$ cat src/hw/rtl/mbp_pkg.sv
// ----------------------------------------------------------------------------
// mbp_pkg
// Shared types and codes of the rectangle packer: datapath commands,
// datapath status, request actions and configuration register indexes.
// ----------------------------------------------------------------------------
`default_nettype none

package mbp_pkg;

  // configuration register indexes
  localparam logic [1:0] CFG_ATLAS_W = 2'd0;
  localparam logic [1:0] CFG_ATLAS_H = 2'd1;
  localparam logic [1:0] CFG_PAD     = 2'd2;

  // request actions
  localparam logic ACT_ALLOC = 1'b0;
  localparam logic ACT_CLEAR = 1'b1;

  // width of the fixed item fields
  localparam int FW = 15;
  localparam int PW = 8;

  // coordinate width of a stored free rect
  localparam int COORD_BITS = 15;

  // command issued by the controller for one cycle
  typedef enum logic [4:0] {
    CMD_NOP,
    CMD_CLEAR,
    CMD_START,
    CMD_RD_I,
    CMD_RD_J,
    CMD_RD_LAST,
    CMD_RD_S,
    CMD_SCAN,
    CMD_UNION,
    CMD_PASSA,
    CMD_IRST,
    CMD_FLAT,
    CMD_PIECE,
    CMD_CPINIT,
    CMD_COPY,
    CMD_PRINIT,
    CMD_PR_R,
    CMD_JINC,
    CMD_SWAP,
    CMD_KINIT,
    CMD_COMPACT,
    CMD_PRNEXT,
    CMD_EMIT_NONE,
    CMD_EMIT_OVF,
    CMD_EMIT_OK
  } cmd_t;

  // datapath status seen by the controller
  typedef struct packed {
    logic i_lt_cnt;
    logic j_lt_cnt;
    logic ok;
    logic best_vld;
    logic hit;
    logic last_piece;
    logic out_full;
  } status_t;

endpackage

`default_nettype wire

$ cat src/hw/rtl/mbp_ctrl.sv
// ----------------------------------------------------------------------------
// mbp_ctrl
// Sequencer of the packer: clear, scan, untouched-rect, split, copy and prune passes, result beat.
// ----------------------------------------------------------------------------
`default_nettype none

module mbp_ctrl (
  input  wire logic             clk,
  input  wire logic             rst_n,
  input  wire logic             in_vld,
  input  wire logic             in_action,
  output logic                  in_rdy,
  input  wire mbp_pkg::status_t st,
  output mbp_pkg::cmd_t         cmd
);

  typedef enum logic [4:0] {
    S_INIT, S_IDLE, S_CLR, S_SCAN, S_SCAN_EV, S_UNION, S_A, S_A_EV,
    S_B, S_B_LAT, S_B_PC, S_CP_INIT, S_COPY, S_COPY_WR, S_PR, S_PR_R,
    S_PR_J, S_PR_IN, S_PR_SW, S_PR_K, S_PR_C, S_EMIT
  } state_t;

  state_t        state_r, state_nxt;
  mbp_pkg::cmd_t emit_r, emit_nxt;

  assign in_rdy = (state_r == S_IDLE);

  // next state and command decode
  always_comb begin
    state_nxt = state_r;
    emit_nxt  = emit_r;
    cmd       = mbp_pkg::CMD_NOP;
    case (state_r)
      S_INIT: begin
        cmd       = mbp_pkg::CMD_CLEAR;
        state_nxt = S_IDLE;
      end
      S_IDLE: begin
        if (in_vld) begin
          cmd       = mbp_pkg::CMD_START;
          state_nxt = (in_action == mbp_pkg::ACT_CLEAR) ? S_CLR : S_SCAN;
        end
      end
      S_CLR: begin
        cmd       = mbp_pkg::CMD_CLEAR;
        emit_nxt  = mbp_pkg::CMD_EMIT_NONE;
        state_nxt = S_EMIT;
      end
      S_SCAN: begin
        if (st.i_lt_cnt) begin
          cmd       = mbp_pkg::CMD_RD_I;
          state_nxt = S_SCAN_EV;
        end else if (st.best_vld) begin
          state_nxt = S_UNION;
        end else begin
          emit_nxt  = mbp_pkg::CMD_EMIT_NONE;
          state_nxt = S_EMIT;
        end
      end
      S_SCAN_EV: begin
        cmd       = mbp_pkg::CMD_SCAN;
        state_nxt = S_SCAN;
      end
      S_UNION: begin
        cmd       = mbp_pkg::CMD_UNION;
        state_nxt = S_A;
      end
      S_A: begin
        if (st.i_lt_cnt && st.ok) begin
          cmd       = mbp_pkg::CMD_RD_I;
          state_nxt = S_A_EV;
        end else begin
          cmd       = mbp_pkg::CMD_IRST;
          state_nxt = S_B;
        end
      end
      S_A_EV: begin
        cmd       = mbp_pkg::CMD_PASSA;
        state_nxt = S_A;
      end
      S_B: begin
        if (st.i_lt_cnt && st.ok) begin
          cmd       = mbp_pkg::CMD_RD_I;
          state_nxt = S_B_LAT;
        end else if (st.ok) begin
          state_nxt = S_CP_INIT;
        end else begin
          emit_nxt  = mbp_pkg::CMD_EMIT_OVF;
          state_nxt = S_EMIT;
        end
      end
      S_B_LAT: begin
        cmd       = mbp_pkg::CMD_FLAT;
        state_nxt = S_B_PC;
      end
      S_B_PC: begin
        cmd = mbp_pkg::CMD_PIECE;
        if (st.last_piece) state_nxt = S_B;
      end
      S_CP_INIT: begin
        cmd       = mbp_pkg::CMD_CPINIT;
        state_nxt = S_COPY;
      end
      S_COPY: begin
        if (st.i_lt_cnt) begin
          cmd       = mbp_pkg::CMD_RD_S;
          state_nxt = S_COPY_WR;
        end else begin
          cmd       = mbp_pkg::CMD_PRINIT;
          state_nxt = S_PR;
        end
      end
      S_COPY_WR: begin
        cmd       = mbp_pkg::CMD_COPY;
        state_nxt = S_COPY;
      end
      S_PR: begin
        if (st.i_lt_cnt) begin
          cmd       = mbp_pkg::CMD_RD_I;
          state_nxt = S_PR_R;
        end else begin
          emit_nxt  = mbp_pkg::CMD_EMIT_OK;
          state_nxt = S_EMIT;
        end
      end
      S_PR_R: begin
        cmd       = mbp_pkg::CMD_PR_R;
        state_nxt = S_PR_J;
      end
      S_PR_J: begin
        if (st.j_lt_cnt) begin
          cmd       = mbp_pkg::CMD_RD_J;
          state_nxt = S_PR_IN;
        end else begin
          cmd       = mbp_pkg::CMD_KINIT;
          state_nxt = S_PR_K;
        end
      end
      S_PR_IN: begin
        // contained in a later rect: pull the last entry into this slot
        if (st.hit) begin
          cmd       = mbp_pkg::CMD_RD_LAST;
          state_nxt = S_PR_SW;
        end else begin
          cmd       = mbp_pkg::CMD_JINC;
          state_nxt = S_PR_J;
        end
      end
      S_PR_SW: begin
        cmd       = mbp_pkg::CMD_SWAP;
        state_nxt = S_PR;
      end
      S_PR_K: begin
        if (st.j_lt_cnt) begin
          cmd       = mbp_pkg::CMD_RD_J;
          state_nxt = S_PR_C;
        end else begin
          cmd       = mbp_pkg::CMD_PRNEXT;
          state_nxt = S_PR;
        end
      end
      S_PR_C: begin
        cmd       = mbp_pkg::CMD_COMPACT;
        state_nxt = S_PR_K;
      end
      S_EMIT: begin
        if (!st.out_full) begin
          cmd       = emit_r;
          state_nxt = S_IDLE;
        end
      end
      default: state_nxt = S_INIT;
    endcase
  end

  // state register
  always_ff @(posedge clk) begin
    if (!rst_n) begin
      state_r <= S_INIT;
      emit_r  <= mbp_pkg::CMD_EMIT_NONE;
    end else begin
      state_r <= state_nxt;
      emit_r  <= emit_nxt;
    end
  end

endmodule

`default_nettype wire

$ cat config.mk
export PLATFORM = sky130hd
export DESIGN_NAME = mbp_ctrl
export DESIGN_NICKNAME = d
export VERILOG_FILES = /design/src/hw/rtl/mbp_pkg.sv /design/src/hw/rtl/mbp_ctrl.sv
export SDC_FILE = /design/constraint.sdc
export NUM_CORES = 1
export LEC_CHECK = 0
export BUFFER_PORTS_ARGS = -buffer_cell sky130_fd_sc_hd__buf_2
export CAP_MARGIN = 20
export CORE_MARGIN = 2
export CORE_UTILIZATION = 48
export CTS_BUF_LIST = sky130_fd_sc_hd__clkbuf_4 sky130_fd_sc_hd__clkbuf_8 sky130_fd_sc_hd__clkbuf_16
export CTS_CLUSTER_DIAMETER = 120
export CTS_CLUSTER_SIZE = 30
export DETAILED_ROUTE_END_ITERATION = 12
export GPL_TIMING_DRIVEN = 0
export PLACE_DENSITY = 0.72
export REMOVE_ABC_BUFFERS = 1
export SYNTH_ARGS = -nofsm -noshare
export SYNTH_HDL_FRONTEND = slang
export SYNTH_SLANG_ARGS = --single-unit
$ cat constraint.sdc
create_clock -name clk -period 1.3 [get_ports clk]
set_clock_uncertainty 0.05 [all_clocks]
set_input_delay 0.065 -clock clk [delete_from_list [all_inputs] [get_ports clk]]
set_output_delay 0.065 -clock clk [all_outputs]
set_load 0.02 [all_outputs]
; Yosys cells after proc, flatten, opt, wreduce, memory -nomap -nowiden
; Index checks and enable logic that the tools add are counted.
[op_classes]
add_sub_neg = 0
mul = 0
div = 0
order_cmp = 0
eq_ne = 29
shifts = 0
n_mux = 31
bitwise_logic = 0
reduce_logical = 9
[ops]
columns = operator, count
row1 = $pmux W5 S20, 2
row2 = $mux W5, 18
row3 = $eq A5 B4 Y1 const B, 8
row4 = $eq A5 B5 Y1 const B, 6
row5 = $eq A5 B3 Y1 const B, 4
row6 = $pmux W5 S4, 1
row7 = $ne A2 B2 Y1 const B, 8
row8 = $mux W2, 6
row9 = $mux W4, 3
row10 = $eq A5 B2 Y1 const B, 2
row11 = $reduce_or A2 Y1, 4
row12 = $reduce_and A6 Y1, 1
row13 = $eq A5 B1 Y1 const B, 1
row14 = $logic_not A5 Y1, 1
row15 = $reduce_bool A4 Y1, 1
row16 = $reduce_and A3 Y1, 1
row17 = $logic_and A1 B1 Y1, 1
row18 = $mux W1, 1
[word_totals]
register_bits = 10
latch_bits = 0
mem_bits_rw = 0
romBits = 0
inputBits = 11
out_inout_bits = 6
wordCells = 71
mem_count = 0

; Depth between registers and ports, before layout
[logic_depth]
depth_word = 3
ltp_mapped = 8
depth_no_buf = 6

; Worst setup path after synthesis
; OpenSTA, ideal clock, no wires.
[synth_timing]
path_kind = register to output
from = reg state_r[1]
to = out cmd[3]
arrival_ns = 1.429
required_ns = 1.185
slack_ns = -0.244
stages_incl_launch_ff = 7
cell_sequence = dfxtp_1 -> buf_6 -> buf_2 -> buf_2 -> o21ai_0 -> a32oi_1 -> o21ai_0
[synth_between]
elab_chain_cells = 3
[synth_lines]
columns = item, line
row1 = "start, declared", mbp_ctrl.sv:23  ; state_t state_r, state_nxt;
row2 = "start signal, assigned", mbp_ctrl.sv:182  ; state_r <= state_nxt;
row3 = "$eq A5 B4 Y1, or another cell as far along", mbp_ctrl.sv:33  ; case (state_r)
row4 = $reduce_or A2 Y1 (no source line), n/a
row5 = $pmux W5 S20 *, mbp_ctrl.sv:33
row6 = "end, declared", mbp_ctrl.sv:14  ; output mbp_pkg::cmd_t cmd
; Mark *: on every way between the ends. The rest lies on a longest branch, timed or not.

; Worst setup path in the final report
[layout_timing]
from = reg state_r[1]
to = out cmd[2]
; Same word-level chain as after synthesis.

==> reports/results.ini <==
[cells_and_area]
post-route-util_pct=77.09
area_delta_synth_final_pct=50.77
fillCellCount=144
fin_area_um2=1705
drive_above_1_share_pct=48.08
antennaDiodeCount=0
finalNetCount=221

[sta]
setup_tns_ns=-4.588
relSlewSlack_pct=69.15
period_needed_ns=1.736
grt_setup_unrepaired=true
final.period_utilization_pct=133.5
setup_ws_ns=-0.4361
fmax_ghz=0.5760
max_slew.worst_pin.slew_ns=0.4627
hold_ws_ns=0.1029
maxSlewViolCount=0
final-hold-violation-count=0
setup_violations=14

[logic_synthesis]
synth_top_family_by_area=compound AO/OA/AOI/OAI gates
synth_cells=171
synth-seq-cells=8
ys_async_sr_fraction_pct=0
synth_area_per_cell_um2=6.615
ys.warnings.count=0
synth_xor_area_share_pct=1.549
synth_fa_ha_area_share_pct=0
ys_seq_area_share_pct=14.16
synth_flop_cell=dfxtp_1
synthMuxAreaShare_pct=0
synth_cell_types=51
synth-compound-area-share_pct=39.82
synth_edf_count=0
syn_area_um2=1131
synthSimpleGateAreaFrac_pct=32.30

[clocking]
clk-insertion-delay-late_ns=0.24
cts_max_level=1
clockRootBuffer=clkbuf_4
clk_path_buf_depth=2
cts_sinks=8
cts_hold_buf=0
cts.clk_slew.worst_paths_ns=0.05
cts_tree=yes
cts_buffers=3

[floorplanning]
core-area_um2=2212
die_y_um=52.55
fp-row-count=17
ios=17
die_area_um2=2761
floorplan.initialDensity_pct=51.13
die_w_um=52.55

[worst_setup_path]
crit_fanout=7
critPathCaptureType=output port
critPathRequiredTime_ns=1.19
critPathLaunchType=register
slowest_stage=dfxtp_4
worst_path_most_repeated_cell=buf_6
crit_buf_inv=2
critPathTopFamily=compound AO/OA/AOI/OAI gates
slowest_delay_ns=0.39
cp.arrival_ns=1.62
crit_type=reg2out
crit_chain=buf_6, or2_0, a32oi_1, o22ai_1, o21ai_1, nand2_1, buf_6

[routing]
drt_iter0_drc=174
post_drt_wl_per_cell_um=21.42
drt_first_pass_iters=7
wirelength_um=5056
drc=0
detail-route-antenna-nets=0
avgViaCountPerCell=7.110
vias=1678

[hold_path]
hold_class=in2reg

[power]
p_leak_nw=0.6707
p_per_area_nw_per_um2=2129
vdd_drop_max_mv=1.683

[place]
gp_congestion=0.9406
dp_hpwl_um=2294
io_buffers=16
place_ws_ns=-0.9576
placed_area_um2=1146

[run]
cap_violations=0

[global_route]
grt_first_pass_wirelength_um=6555
grt_usage_pct=31.99
antenna_found_initial=0
grt_pass1_vias=1443
grt-ovfl-total=0
grt_max_degree=16

[status]
status=finished with violations
violations=setup timing

## synthesized netlist by cell type (2+ instances only)
cell type	count	area share [%]
inv_2	2	0.66
nand3b_1	2	1.3
o31a_1	2	1.5
dfxtp_1	8	14
o21ai_1	7	3.1
a32oi_1	5	3.9
o211ai_1	3	2.0
o41ai_1	2	1.5
nand3_1	6	2.7
nand2b_1	3	1.7
o22ai_1	2	1.1
nor3_1	5	2.2
nor2b_1	6	3.3
xnor2_1	2	1.5
a21oi_1	12	5.3
inv_1	8	2.7
o21ai_0	13	5.8
and2_1	2	1.1
buf_6	3	3.0
buf_2	8	3.5
nand2_1	25	8.3
o31ai_1	2	1.3
nor2_1	13	4.3
buf_4	3	2.0
## metrics by stage
step | cells | power [mW]
2_1_floorplan | 156 | 1.634
6_report | 236 | 3.631
4_1_cts | 225 | 2.798
5_1_grt | 236 | 3.765
3_5_place_dp | 200 | 2.059
3_3_place_gp | 200 | 2.028
## state kept, by name, indices dropped and copies added (netlist names)
name     cells
emit_r       3
state_r      5
## area by class of cell
type | count | area (um^2) | area share [%]
multi-input combinational | 138 | 1015 | 59.50
timing repair buffer | 49 | 410.4 | 24.06
sequential | 8 | 178.9 | 10.49
inverter | 10 | 43.79 | 2.568
tap | 28 | 35.03 | 2.054
clock buffer | 3 | 22.52 | 1.321
## cells in the final DEF, fill, tap and decap left out, types with 4 or more instances in the layout
master,n
nand2_1,19
buf_6,14
o21ai_2,5
a21oi_1,7
nand2_2,7
dfxtp_4,5
buf_2,10
o21ai_1,5
inv_1,5
buf_4,23
a32oi_1,4
nor2b_1,5
nor2_1,11
nor3_1,4
nand3_1,5
a21oi_2,4
o21ai_0,10
## worst register-to-register path, stage by stage (launching register included)
cell and delay (ns):
dfxtp_4 0.39, buf_6 0.13, buf_8 0.11, and4bb_4 0.19, a32oi_2 0.20, o21ai_2 0.12
a2111oi_4 0.23, o21ai_1 0.11
## repair_timing
action,CTS,global route
setup endpoints to repair,14,14
cloned,0,0
pin swaps,9,21
buffers inserted,22,11
resized for setup,41,47
## metal layers
layer  wire (um)  GRT usage [%]
met1        1697          41.62
met2        2253          49.38
met3         700          4.286
met4         404          19.66
met5           0              0
## report_power, final
| group | total, mW | switching [mW] | leakage (nW) | internal, mW |
|---|---|---|---|---|
| clock network | 0.173 | 0.0683 | 0.0138 | 0.105 |
| logic | 2.95 | 1.59 | 0.588 | 1.36 |
| registers | 0.508 | 0.178 | 0.0687 | 0.330 |
## kinds of logic (layout without fill, tap and decap cells)
logic type | Yosys count | after routing
xor gates and xnor gates | 2 | 2
AOI/OAI and AO/OA | 65 | 65
and+or+nand+nor | 71 | 71
buffers and inverters | 25 | 62
DFF | 8 | 8
## worst paths after layout
path	slack (ns)	startpoint	depth (start not counted)	endpoint
worst max-delay path	-0.44	state_r[1]$_SDFFE_PN0P_	7	cmd[2]
worst min register to register	0.41	emit_r[3]$_SDFFE_PN0P_	2	emit_r[3]$_SDFFE_PN0P_
worst max register to register	-0.37	state_r[1]$_SDFFE_PN0P_	7	state_r[1]$_SDFFE_PN0P_
worst min-delay path	0.10	rst_n	2	state_r[2]$_SDFFE_PN0P_
Power figures use the tool's default switching activity.
